--- src/sv/circular_bucket_priority_queue_defines.svh ---
// assertion helpers used by the queue datapath
// they rely on clk and arst_n being visible in the module that uses them
`ifndef CIRCULAR_BUCKET_PRIORITY_QUEUE_DEFINES_SVH
`define CIRCULAR_BUCKET_PRIORITY_QUEUE_DEFINES_SVH

// same-cycle implication
`define CBPQ_ASSERT_IMPL(name, pre, post) \
	name: assert property (@(posedge clk) disable iff (!arst_n) (pre) |-> (post)) \
		else $error("cbpq same-cycle check failed");

// next-cycle implication
`define CBPQ_ASSERT_NEXT(name, pre, post) \
	name: assert property (@(posedge clk) disable iff (!arst_n) (pre) |=> (post)) \
		else $error("cbpq next-cycle check failed");

`endif

--- src/sv/cbpq_pkg.sv ---
package cbpq_pkg;

	// sizes
	localparam int BUCKET_COUNT = 256;
	localparam int NODE_COUNT   = 1024;
	localparam int COST_BITS    = 24;
	localparam int NODE_BITS    = $clog2(NODE_COUNT);
	localparam int LINK_BITS    = NODE_BITS + 1;
	localparam int BKT_BITS     = $clog2(BUCKET_COUNT);
	localparam int SCAN_BITS    = BKT_BITS + 1;
	localparam int CNT_BITS     = NODE_BITS + 1;
	localparam int SPAN_BITS    = COST_BITS + 1;
	localparam int CW_BITS      = COST_BITS + 1;
	localparam int ERR_BITS     = 3;
	localparam int CFG_IDX_BITS = 1;

	localparam logic [LINK_BITS-1:0] NIL = LINK_BITS'(NODE_COUNT);
	localparam logic [COST_BITS-1:0] MAX_COST_RESET = {COST_BITS{1'b1}};

	// actions
	localparam logic [1:0] ACT_INSERT = 2'd0;
	localparam logic [1:0] ACT_DELETE = 2'd1;
	localparam logic [1:0] ACT_DELMIN = 2'd2;

	// error codes
	localparam logic [ERR_BITS-1:0] ERR_OK         = 3'd0;
	localparam logic [ERR_BITS-1:0] ERR_COST_BIG   = 3'd1;
	localparam logic [ERR_BITS-1:0] ERR_RANGE      = 3'd2;
	localparam logic [ERR_BITS-1:0] ERR_QUEUED     = 3'd3;
	localparam logic [ERR_BITS-1:0] ERR_NOT_QUEUED = 3'd4;
	localparam logic [ERR_BITS-1:0] ERR_WINDOW     = 3'd5;
	localparam logic [ERR_BITS-1:0] ERR_EMPTY      = 3'd6;

	// register indexes
	localparam logic [CFG_IDX_BITS-1:0] REG_TIE_BREAK = 1'b0;
	localparam logic [CFG_IDX_BITS-1:0] REG_MAX_COST  = 1'b1;

	typedef struct packed {
		logic [1:0]           action;
		logic [NODE_BITS-1:0] node_id;
		logic [COST_BITS-1:0] cost;
		logic                 cost_infinite;
	} in_word_t;

	typedef struct packed {
		logic [NODE_BITS-1:0] out_node;
		logic [COST_BITS-1:0] out_cost;
		logic                 out_infinite;
		logic                 queue_empty;
		logic [ERR_BITS-1:0]  error;
	} out_word_t;

	typedef struct packed {
		logic [CFG_IDX_BITS-1:0] index;
		logic [COST_BITS-1:0]    value;
	} cfg_word_t;

	typedef enum logic [3:0] {
		ST_CLEAR, ST_IDLE, ST_CHECK, ST_TRIM_RD, ST_TRIM_CHK, ST_SCAN_RD, ST_SCAN_CHK,
		ST_READ_P, ST_EVAL, ST_INS_A, ST_INS_B, ST_REM_B, ST_DONE
	} state_t;

	typedef enum logic [3:0] {
		OP_NONE, OP_CLEAR, OP_LOAD, OP_SETUP, OP_TRIM_STEP, OP_TRIM_FIX, OP_SCAN_STEP,
		OP_SCAN_TAKE, OP_INS_NEW, OP_INS_EVAL, OP_INS_A, OP_INS_B, OP_REM_EVAL, OP_REM_B,
		OP_FINISH
	} dp_op_t;

	typedef struct packed {
		dp_op_t              op;
		logic                err_load;
		logic [ERR_BITS-1:0] err_code;
		logic                in_ready;
	} cmd_t;

	typedef struct packed {
		logic [1:0] act;
		logic       inf;
		logic       too_big;
		logic       fcount_zero;
		logic       inf_head_nil;
		logic       below;
		logic       above;
		logic       trim_ok;
		logic       k_end;
		logic       head_rd_nil;
		logic       np_nil;
		logic       np_is_p;
		logic       h_nil;
		logic       mismatch;
		logic       clear_last;
		logic       out_busy;
		logic       in_valid;
	} stat_t;

endpackage

--- src/sv/cbpq_ctrl.sv ---
module cbpq_ctrl (
	input  logic            clk,
	input  logic            arst_n,
	input  cbpq_pkg::stat_t stat,
	output cbpq_pkg::cmd_t  cmd
);
	import cbpq_pkg::*;

	state_t state_q, state_d;

	// state register
	always_ff @(posedge clk or negedge arst_n) begin
		if (!arst_n) begin
			state_q <= ST_CLEAR;
		end else begin
			state_q <= state_d;
		end
	end

	// next state
	always_comb begin
		state_d = state_q;
		case (state_q)
			ST_CLEAR: begin
				if (stat.clear_last) state_d = ST_IDLE;
			end
			ST_IDLE: begin
				if (stat.in_valid) state_d = ST_CHECK;
			end
			ST_CHECK: begin
				case (stat.act)
					ACT_INSERT: begin
						if (!stat.inf && stat.too_big) state_d = ST_DONE;
						else if (!stat.inf && !stat.fcount_zero && (stat.below || stat.above))
							state_d = ST_TRIM_RD;
						else state_d = ST_READ_P;
					end
					ACT_DELETE: begin
						if (stat.inf) state_d = stat.inf_head_nil ? ST_DONE : ST_READ_P;
						else if (stat.fcount_zero || stat.below || stat.above) state_d = ST_DONE;
						else state_d = ST_READ_P;
					end
					ACT_DELMIN: begin
						if (!stat.fcount_zero) state_d = ST_SCAN_RD;
						else state_d = stat.inf_head_nil ? ST_DONE : ST_READ_P;
					end
					default: state_d = ST_DONE;
				endcase
			end
			ST_TRIM_RD: begin
				if (stat.trim_ok) state_d = ST_READ_P;
				else if (stat.k_end) state_d = ST_DONE;
				else state_d = ST_TRIM_CHK;
			end
			ST_TRIM_CHK: begin
				state_d = stat.head_rd_nil ? ST_TRIM_RD : ST_DONE;
			end
			ST_SCAN_RD: begin
				state_d = stat.k_end ? ST_DONE : ST_SCAN_CHK;
			end
			ST_SCAN_CHK: begin
				state_d = stat.head_rd_nil ? ST_SCAN_RD : ST_READ_P;
			end
			ST_READ_P: state_d = ST_EVAL;
			ST_EVAL: begin
				case (stat.act)
					ACT_INSERT: begin
						if (!stat.np_nil || stat.h_nil) state_d = ST_DONE;
						else state_d = ST_INS_A;
					end
					ACT_DELETE: begin
						if (stat.np_nil || stat.mismatch || stat.np_is_p) state_d = ST_DONE;
						else state_d = ST_REM_B;
					end
					ACT_DELMIN: state_d = stat.np_is_p ? ST_DONE : ST_REM_B;
					default: state_d = ST_DONE;
				endcase
			end
			ST_INS_A: state_d = ST_INS_B;
			ST_INS_B: state_d = ST_DONE;
			ST_REM_B: state_d = ST_DONE;
			ST_DONE: begin
				if (!stat.out_busy) state_d = ST_IDLE;
			end
			default: state_d = ST_IDLE;
		endcase
	end

	// commands to the datapath
	always_comb begin
		cmd          = '0;
		cmd.op       = OP_NONE;
		cmd.err_code = ERR_OK;
		case (state_q)
			ST_CLEAR: cmd.op = OP_CLEAR;
			ST_IDLE: begin
				cmd.in_ready = 1'b1;
				if (stat.in_valid) cmd.op = OP_LOAD;
			end
			ST_CHECK: begin
				case (stat.act)
					ACT_INSERT: begin
						if (!stat.inf && stat.too_big) begin
							cmd.err_load = 1'b1;
							cmd.err_code = ERR_COST_BIG;
						end else begin
							cmd.op = OP_SETUP;
						end
					end
					ACT_DELETE: begin
						if (stat.inf) begin
							if (stat.inf_head_nil) begin
								cmd.err_load = 1'b1;
								cmd.err_code = ERR_NOT_QUEUED;
							end else begin
								cmd.op = OP_SETUP;
							end
						end else if (stat.fcount_zero) begin
							cmd.err_load = 1'b1;
							cmd.err_code = ERR_NOT_QUEUED;
						end else if (stat.below || stat.above) begin
							cmd.err_load = 1'b1;
							cmd.err_code = ERR_WINDOW;
						end else begin
							cmd.op = OP_SETUP;
						end
					end
					ACT_DELMIN: begin
						if (stat.fcount_zero && stat.inf_head_nil) begin
							cmd.err_load = 1'b1;
							cmd.err_code = ERR_EMPTY;
						end else begin
							cmd.op = OP_SETUP;
						end
					end
					default: ;
				endcase
			end
			ST_TRIM_RD: begin
				if (stat.trim_ok) begin
					cmd.op = OP_TRIM_FIX;
				end else if (stat.k_end) begin
					cmd.err_load = 1'b1;
					cmd.err_code = ERR_RANGE;
				end
			end
			ST_TRIM_CHK: begin
				if (stat.head_rd_nil) begin
					cmd.op = OP_TRIM_STEP;
				end else begin
					cmd.err_load = 1'b1;
					cmd.err_code = ERR_RANGE;
				end
			end
			ST_SCAN_RD: begin
				if (stat.k_end) begin
					cmd.err_load = 1'b1;
					cmd.err_code = ERR_EMPTY;
				end
			end
			ST_SCAN_CHK: cmd.op = stat.head_rd_nil ? OP_SCAN_STEP : OP_SCAN_TAKE;
			ST_EVAL: begin
				case (stat.act)
					ACT_INSERT: begin
						if (!stat.np_nil) begin
							cmd.err_load = 1'b1;
							cmd.err_code = ERR_QUEUED;
						end else begin
							cmd.op = stat.h_nil ? OP_INS_NEW : OP_INS_EVAL;
						end
					end
					ACT_DELETE: begin
						if (stat.np_nil) begin
							cmd.err_load = 1'b1;
							cmd.err_code = ERR_NOT_QUEUED;
						end else if (stat.mismatch) begin
							cmd.err_load = 1'b1;
							cmd.err_code = ERR_WINDOW;
						end else begin
							cmd.op = OP_REM_EVAL;
						end
					end
					ACT_DELMIN: cmd.op = OP_REM_EVAL;
					default: ;
				endcase
			end
			ST_INS_A: cmd.op = OP_INS_A;
			ST_INS_B: cmd.op = OP_INS_B;
			ST_REM_B: cmd.op = OP_REM_B;
			ST_DONE: begin
				if (!stat.out_busy) cmd.op = OP_FINISH;
			end
			default: ;
		endcase
	end

endmodule

--- config.mk ---
export PLATFORM = sky130hd
export DESIGN_NAME = cbpq_ctrl
export DESIGN_NICKNAME = d
export VERILOG_FILES = /design/src/sv/circular_bucket_priority_queue_defines.svh /design/src/sv/cbpq_pkg.sv /design/src/sv/cbpq_ctrl.sv
export SDC_FILE = /design/constraint.sdc
export NUM_CORES = 1
export LEC_CHECK = 0
export BUFFER_PORTS_ARGS = -buffer_cell sky130_fd_sc_hd__buf_2
export CAP_MARGIN = 20
export CELL_PAD_IN_SITES_DETAIL_PLACEMENT = 1
export CELL_PAD_IN_SITES_GLOBAL_PLACEMENT = 1
export CORE_UTILIZATION = 38
export DETAILED_ROUTE_END_ITERATION = 16
export GPL_ROUTABILITY_DRIVEN = 1
export PLACE_DENSITY = 0.92
export SYNTH_ARGS = -nofsm -noshare
export SYNTH_HDL_FRONTEND = slang
export SYNTH_SLANG_ARGS = --single-unit
--- constraint.sdc ---
create_clock -name clk -period 3.05 [get_ports clk]
set_clock_uncertainty 0.2 [all_clocks]
set_input_delay 0.4575 -clock clk [delete_from_list [all_inputs] [get_ports clk]]
set_output_delay 0.4575 -clock clk [all_outputs]
set_load 0.03 [all_outputs]
-- Word-level counts from Yosys, hierarchy flattened
Index checks and enable logic that the tools add are counted.
- equal/unequal tests: 17
- multiplexer cells: 53
- reductions and logical operators: 17
- operator list (kind ; number):
    $mux 4 ; 29
    $pmux 4 s12 ; 1
    $pmux 4 s11 ; 1
    $pmux 4 s3 ; 3
    $pmux 8 s3 ; 1
    $eq 4x4->1 const B ; 5
    $pmux 4 s5 ; 1
    $mux 3 ; 6
    $eq 4x3->1 const B ; 4
    $mux 2 ; 6
    $eq 4x2->1 const B ; 2
    $mux 8 ; 1
    $pmux 4 s2 ; 1
    $logic_or 1x1->1 ; 6
    $ne 2x2->1 const B ; 3
    $eq 4x1->1 const B ; 1
    $logic_and 1x1->1 ; 4
    $logic_not 4->1 ; 1
    $logic_not 1->1 ; 3
    $mux 1 ; 3
    $reduce_and 3->1 ; 1
    $eq 2x1->1 const B ; 1
    $eq 2x2->1 const B ; 1
    $logic_not 2->1 ; 1
    $reduce_or 2->1 ; 1
- flip-flop bits (word level): 4
- input bits: 20
- output and inout port bits: 9
- logic and storage cells: 88

-- Longest topological paths before layout
- word-level depth: 7
- mapped depth: 7
- depth with buffers taken out: 6

-- Worst setup path after synthesis
No wires, ideal clock.
- path kind: register -> output
- start: reg state_q[0]
- end: out cmd[1] (netlist name)
- arrival time: 1887 ps
- data required time: 2392 ps
- path slack: 505 ps
- stages on the path, launching flop included: 4
- path buffers: 1
- path through: dfrtp_1 -> buf_6 -> or4b_4 -> o32ai_1
- RTL lines (what ; RTL line ; RTL):
    start, declared ; cbpq_ctrl.sv:9 ; state_t state_q, state_d;
    start signal, assigned ; cbpq_ctrl.sv:16 ; state_q <= state_d;
    end, declared ; cbpq_ctrl.sv:5 ; output cbpq_pkg::cmd_t cmd

==> out/metrics.sh <==
ENDPOINT_KIND='output port'
NUMBER_OF_SYNTHESIZED_FLOPS_WITH_AN_ENABLE_PIN=0
DIE_H_UM=50.93
MAXSLEWVIOLCOUNT=0
RUN_STATUS='completed'
FINAL_LAYOUT_SIZE_SUFFIX_GT1_SHARE_PCT=23.72
CRITPATHARRIVALTIME_PS=2270
REG_TOP3='state_q (4)'
LAYOUT.NETS=182
LAYOUTNONFILLERINSTCOUNT=184
FLIP_FLOP_COUNT_OF_THE_LARGEST_REGISTER_AFTER_LAYOUT=4
DIE_W_UM=50.93
DETAIL_ROUTE.VIAS_PER_CELL=6.168
GLOBALROUTEOVERFLOWTOTAL=0
ROUTED-VIA-COUNT=1135
MAX-SLEW-MARGIN-REL_PCT=54.41
SYNTH_CELLS=132
CRIT_CHAIN='nor4b_2, nand2_1, o21ba_1, or4_1, buf_2'
SYNTHESIS.YOSYS.WARNINGS=0
NUMBER_OF_SINKS_DRIVEN_BY_THE_CLOCK_TREE=4
AREAGROWTHSYNTHTOFINISH_PCT=19.12
WORSTHOLDPATHTYPE='in -> async'
CLOCK_TREE.BUFFER_DEPTH=2
GRT_SETUP_UNREPAIRED='false'
P_LEAK_nW=0.4771
MAX_STAGE_DELAY_PS=770
CTS_HTREE_LEVELS=1
CLOCKROOTBUFFER='sky130_fd_sc_hd__clkbuf_4'
VIA_COUNT_OF_THE_FIRST_GLOBAL_ROUTING_PASS=1079
SYNTHARSTFLOPSHARE_PCT=100.0
LARGEST_REGISTER='state_q'
YOSYS_REGISTER_BITS=4
DETAILEDPLACEMENTHPWL_UM=2414
PLACEMENTROWS=17
CPMAXSTAGEDELAYCELL='sky130_fd_sc_hd__dfrtp_1'
GRTUSAGETOTAL_PCT=24.66
INSERTEDDIODECOUNT=0
SYNTH_FF_TYPE='sky130_fd_sc_hd__dfrtp_1'
GRT_PASS1_WL_UM=4885
FILLERS=318
WORST-R2R-SETUP-SLACK_PS=850
TIMING.SETUP.CRITICAL_PATH_CLASS='reg -> out'
SYNTHESIS.NETS=156
PLACE.PORT_BUFFERS=28
EFFECTIVE_UTILIZATION_AT_FLOORPLAN_PCT=40.73
TRITONCTS_CLOCK_TREE='built'
CLOCK_LATENCY_ON_THE_WORST_SKEW_PAIR_PS=230
FIN_SETUP_TNS_PS=0
LAYOUT_WORST_PATH_CYCLE_SHARE_PCT=96.03
HOLD_VIOLATIONS=0
CTS-BUFFERS-INSERTED=3
MAXCLOCKFREQUENCY_MHz=341.4
DIE_AREA_SQ_MM=0.002593
DRTPASS1ITERATIONS=4
GP_CONGESTION=0.9109
POST-CTS-SETUP-BUFFERS=0
PLACED_CELLS=180
YOSYSSEQAREASHARE_PCT=11.00
TIMING.MAX_CAP.VIOLATIONS=0
SYNTH_CELL_TYPES=44
DRC=0
TIGHTEST_SLEW_PS=683.8
VDD_DROP_MAX_uV=414.8
GRT_MAX_DEGREE=25
WORSTSETUPSTARTPOINTTYPE='register'
DRT_ITER0_DRC=32
WHS_PS=357.1
CLK_TRANSITION_REPORTED_PATHS_PS=40
DESIGN.PORTCOUNT=29
CP_MAX_FO=24
NUMBER_OF_ANTENNA_VIOLATIONS_AT_THE_FIRST_CHECK_IN_GLOBAL_ROUTING=0
SETUP_VIOL=0
ROUTE.DETAILED.WL_PER_INST_UM=16.35
SYNTHESIS.AREA_SQ_UM=909.6
SYNTH.AVG_CELL_AREA_SQ_UM=6.891
TOTALWIRELENGTH_UM=3009
ANTENNA_LEFT=0
PWR_DENSITY_CELL_mW_PER_MM2=816.5
FINALCRITICALPERIOD_PS=2929
WORSTPATHREQUIRED_PS=2390
CORE_REGION_AREA_SQ_MM=0.002233
[placed cells by master, fill, tap and decap left out, types with 3 or more instances in the layout]
| master | synthesis | final |
|---|---|---|
| sky130_fd_sc_hd__buf_2 | 1 | 28 |
| sky130_fd_sc_hd__nand2_1 | 14 | 14 |
| sky130_fd_sc_hd__nor2_1 | 14 | 14 |
| sky130_fd_sc_hd__o21ai_0 | 11 | 11 |
| sky130_fd_sc_hd__a21oi_1 | 7 | 7 |
| sky130_fd_sc_hd__inv_1 | 6 | 6 |
| sky130_fd_sc_hd__nand2b_1 | 5 | 5 |
| sky130_fd_sc_hd__nor3_1 | 4 | 4 |
| sky130_fd_sc_hd__nand3_1 | 4 | 4 |
| sky130_fd_sc_hd__nor2b_1 | 4 | 4 |
| sky130_fd_sc_hd__ha_1 | 4 | 4 |
| sky130_fd_sc_hd__a22oi_1 | 3 | 3 |
| sky130_fd_sc_hd__o31ai_1 | 3 | 3 |
| sky130_fd_sc_hd__clkbuf_4 | 0 | 3 |
| sky130_fd_sc_hd__dfrtp_1 | 4 | 3 |
[final timing paths]
check	start	end	cells after the start
min in group clk	stat[5]	state_q[1]	3
setup reg to reg	state_q[2]	state_q[0]	3
max in group asynchronous	arst_n	state_q[1]	2
hold reg to reg	state_q[3]	state_q[3]	2
setup / recovery	state_q[2]	cmd[4]	5
hold / removal	arst_n	state_q[0]	2
[per-layer routing]
metal / part of all wire (%) / track usage [%] / vias to the layer above / wire, um
met1: 45 / 32.80 / 540 / 1346
met2: 50 / 40.79 / 38 / 1496
met3: 5.0 / 2.381 / 2 / 151
li1: - / - / 555 / -
met5: 0 / 0 / - / 0
met4: 0.50 / 8.796 / 0 / 15
[area by class of cell]
type	count	area [sq um]	area share [%]
Clock buffer	3	22.52	2.079
Multi-Input combinational cell	113	744.5	68.71
Inverter	6	22.52	2.079
Tap cell	28	35.03	3.233
Timing Repair Buffer	30	157.7	14.55
Sequential cell	4	101.3	9.353
[synthesized netlist by cell type (3+ instances only)]
| cell type | count | area [sq um] |
|---|---|---|
| sky130_fd_sc_hd__o31ai_1 | 3 | 22.52 |
| sky130_fd_sc_hd__a21oi_1 | 7 | 35.03 |
| sky130_fd_sc_hd__o21ai_0 | 11 | 55.05 |
| sky130_fd_sc_hd__nand3_1 | 4 | 20.02 |
| sky130_fd_sc_hd__nor2b_1 | 4 | 25.02 |
| sky130_fd_sc_hd__nor3_1 | 4 | 20.02 |
| sky130_fd_sc_hd__a22oi_1 | 3 | 22.52 |
| sky130_fd_sc_hd__nand2_1 | 14 | 52.55 |
| sky130_fd_sc_hd__dfrtp_1 | 4 | 100.1 |
| sky130_fd_sc_hd__inv_1 | 6 | 22.52 |
| sky130_fd_sc_hd__nand2b_1 | 5 | 31.28 |
| sky130_fd_sc_hd__clkbuf_1 | 7 | 26.28 |
| sky130_fd_sc_hd__nor2_1 | 14 | 52.55 |
| sky130_fd_sc_hd__ha_1 | 4 | 50.05 |
[report_power, final]
part / switching (mW) / total, mW / internal (mW)
registers: 0.113 / 0.192 / 0.0786
clock network: 0.0198 / 0.0637 / 0.0439
logic: 0.381 / 0.629 / 0.248
total: 0.514 / 0.885 / 0.371
[logic make-up (layout without fill, tap and decap cells)]
family | count (synthesis) | in the layout | synth area share [%]
adders and majority gates | 4 | 4 | 5.502
buffers and inverters | 15 | 39 | 7.152
DFF | 4 | 4 | 11.00
and+or+nand+nor | 61 | 61 | 37.28
muxes | 2 | 2 | 2.201
AOI/OAI and AO/OA | 46 | 46 | 36.86
[worst max-delay path: cells and delay by family, from the launching register on]
family                 cells  cell delay (ps)
AND/OR/NAND/NOR            3              890
AO/OA/AOI/OAI              1              180
flip-flops                 1              770
buffers and inverters      1              200
[per-stage QoR]
stage                     power, mW  utilization, %  worst slack (ps)  instance area, sq um
after global placement       0.7823           47.00             423.7                  1050
final                        0.8847           48.52             121.0                  1084
after global routing         0.9634           48.52             2.115                  1084
after detailed placement     0.8122           47.00             299.0                  1050
after floorplan              0.6508               -             505.3                 909.6
after CTS                    0.8811           48.46             142.7                  1082
[what timing repair did]
item,4_1_cts,5_1_grt
setup endpoints to repair,0,2
hold buffers,1,0
gates resized for setup,0,1
endpoints found under the hold margin,4,0
(Power assumes the default switching activity.)
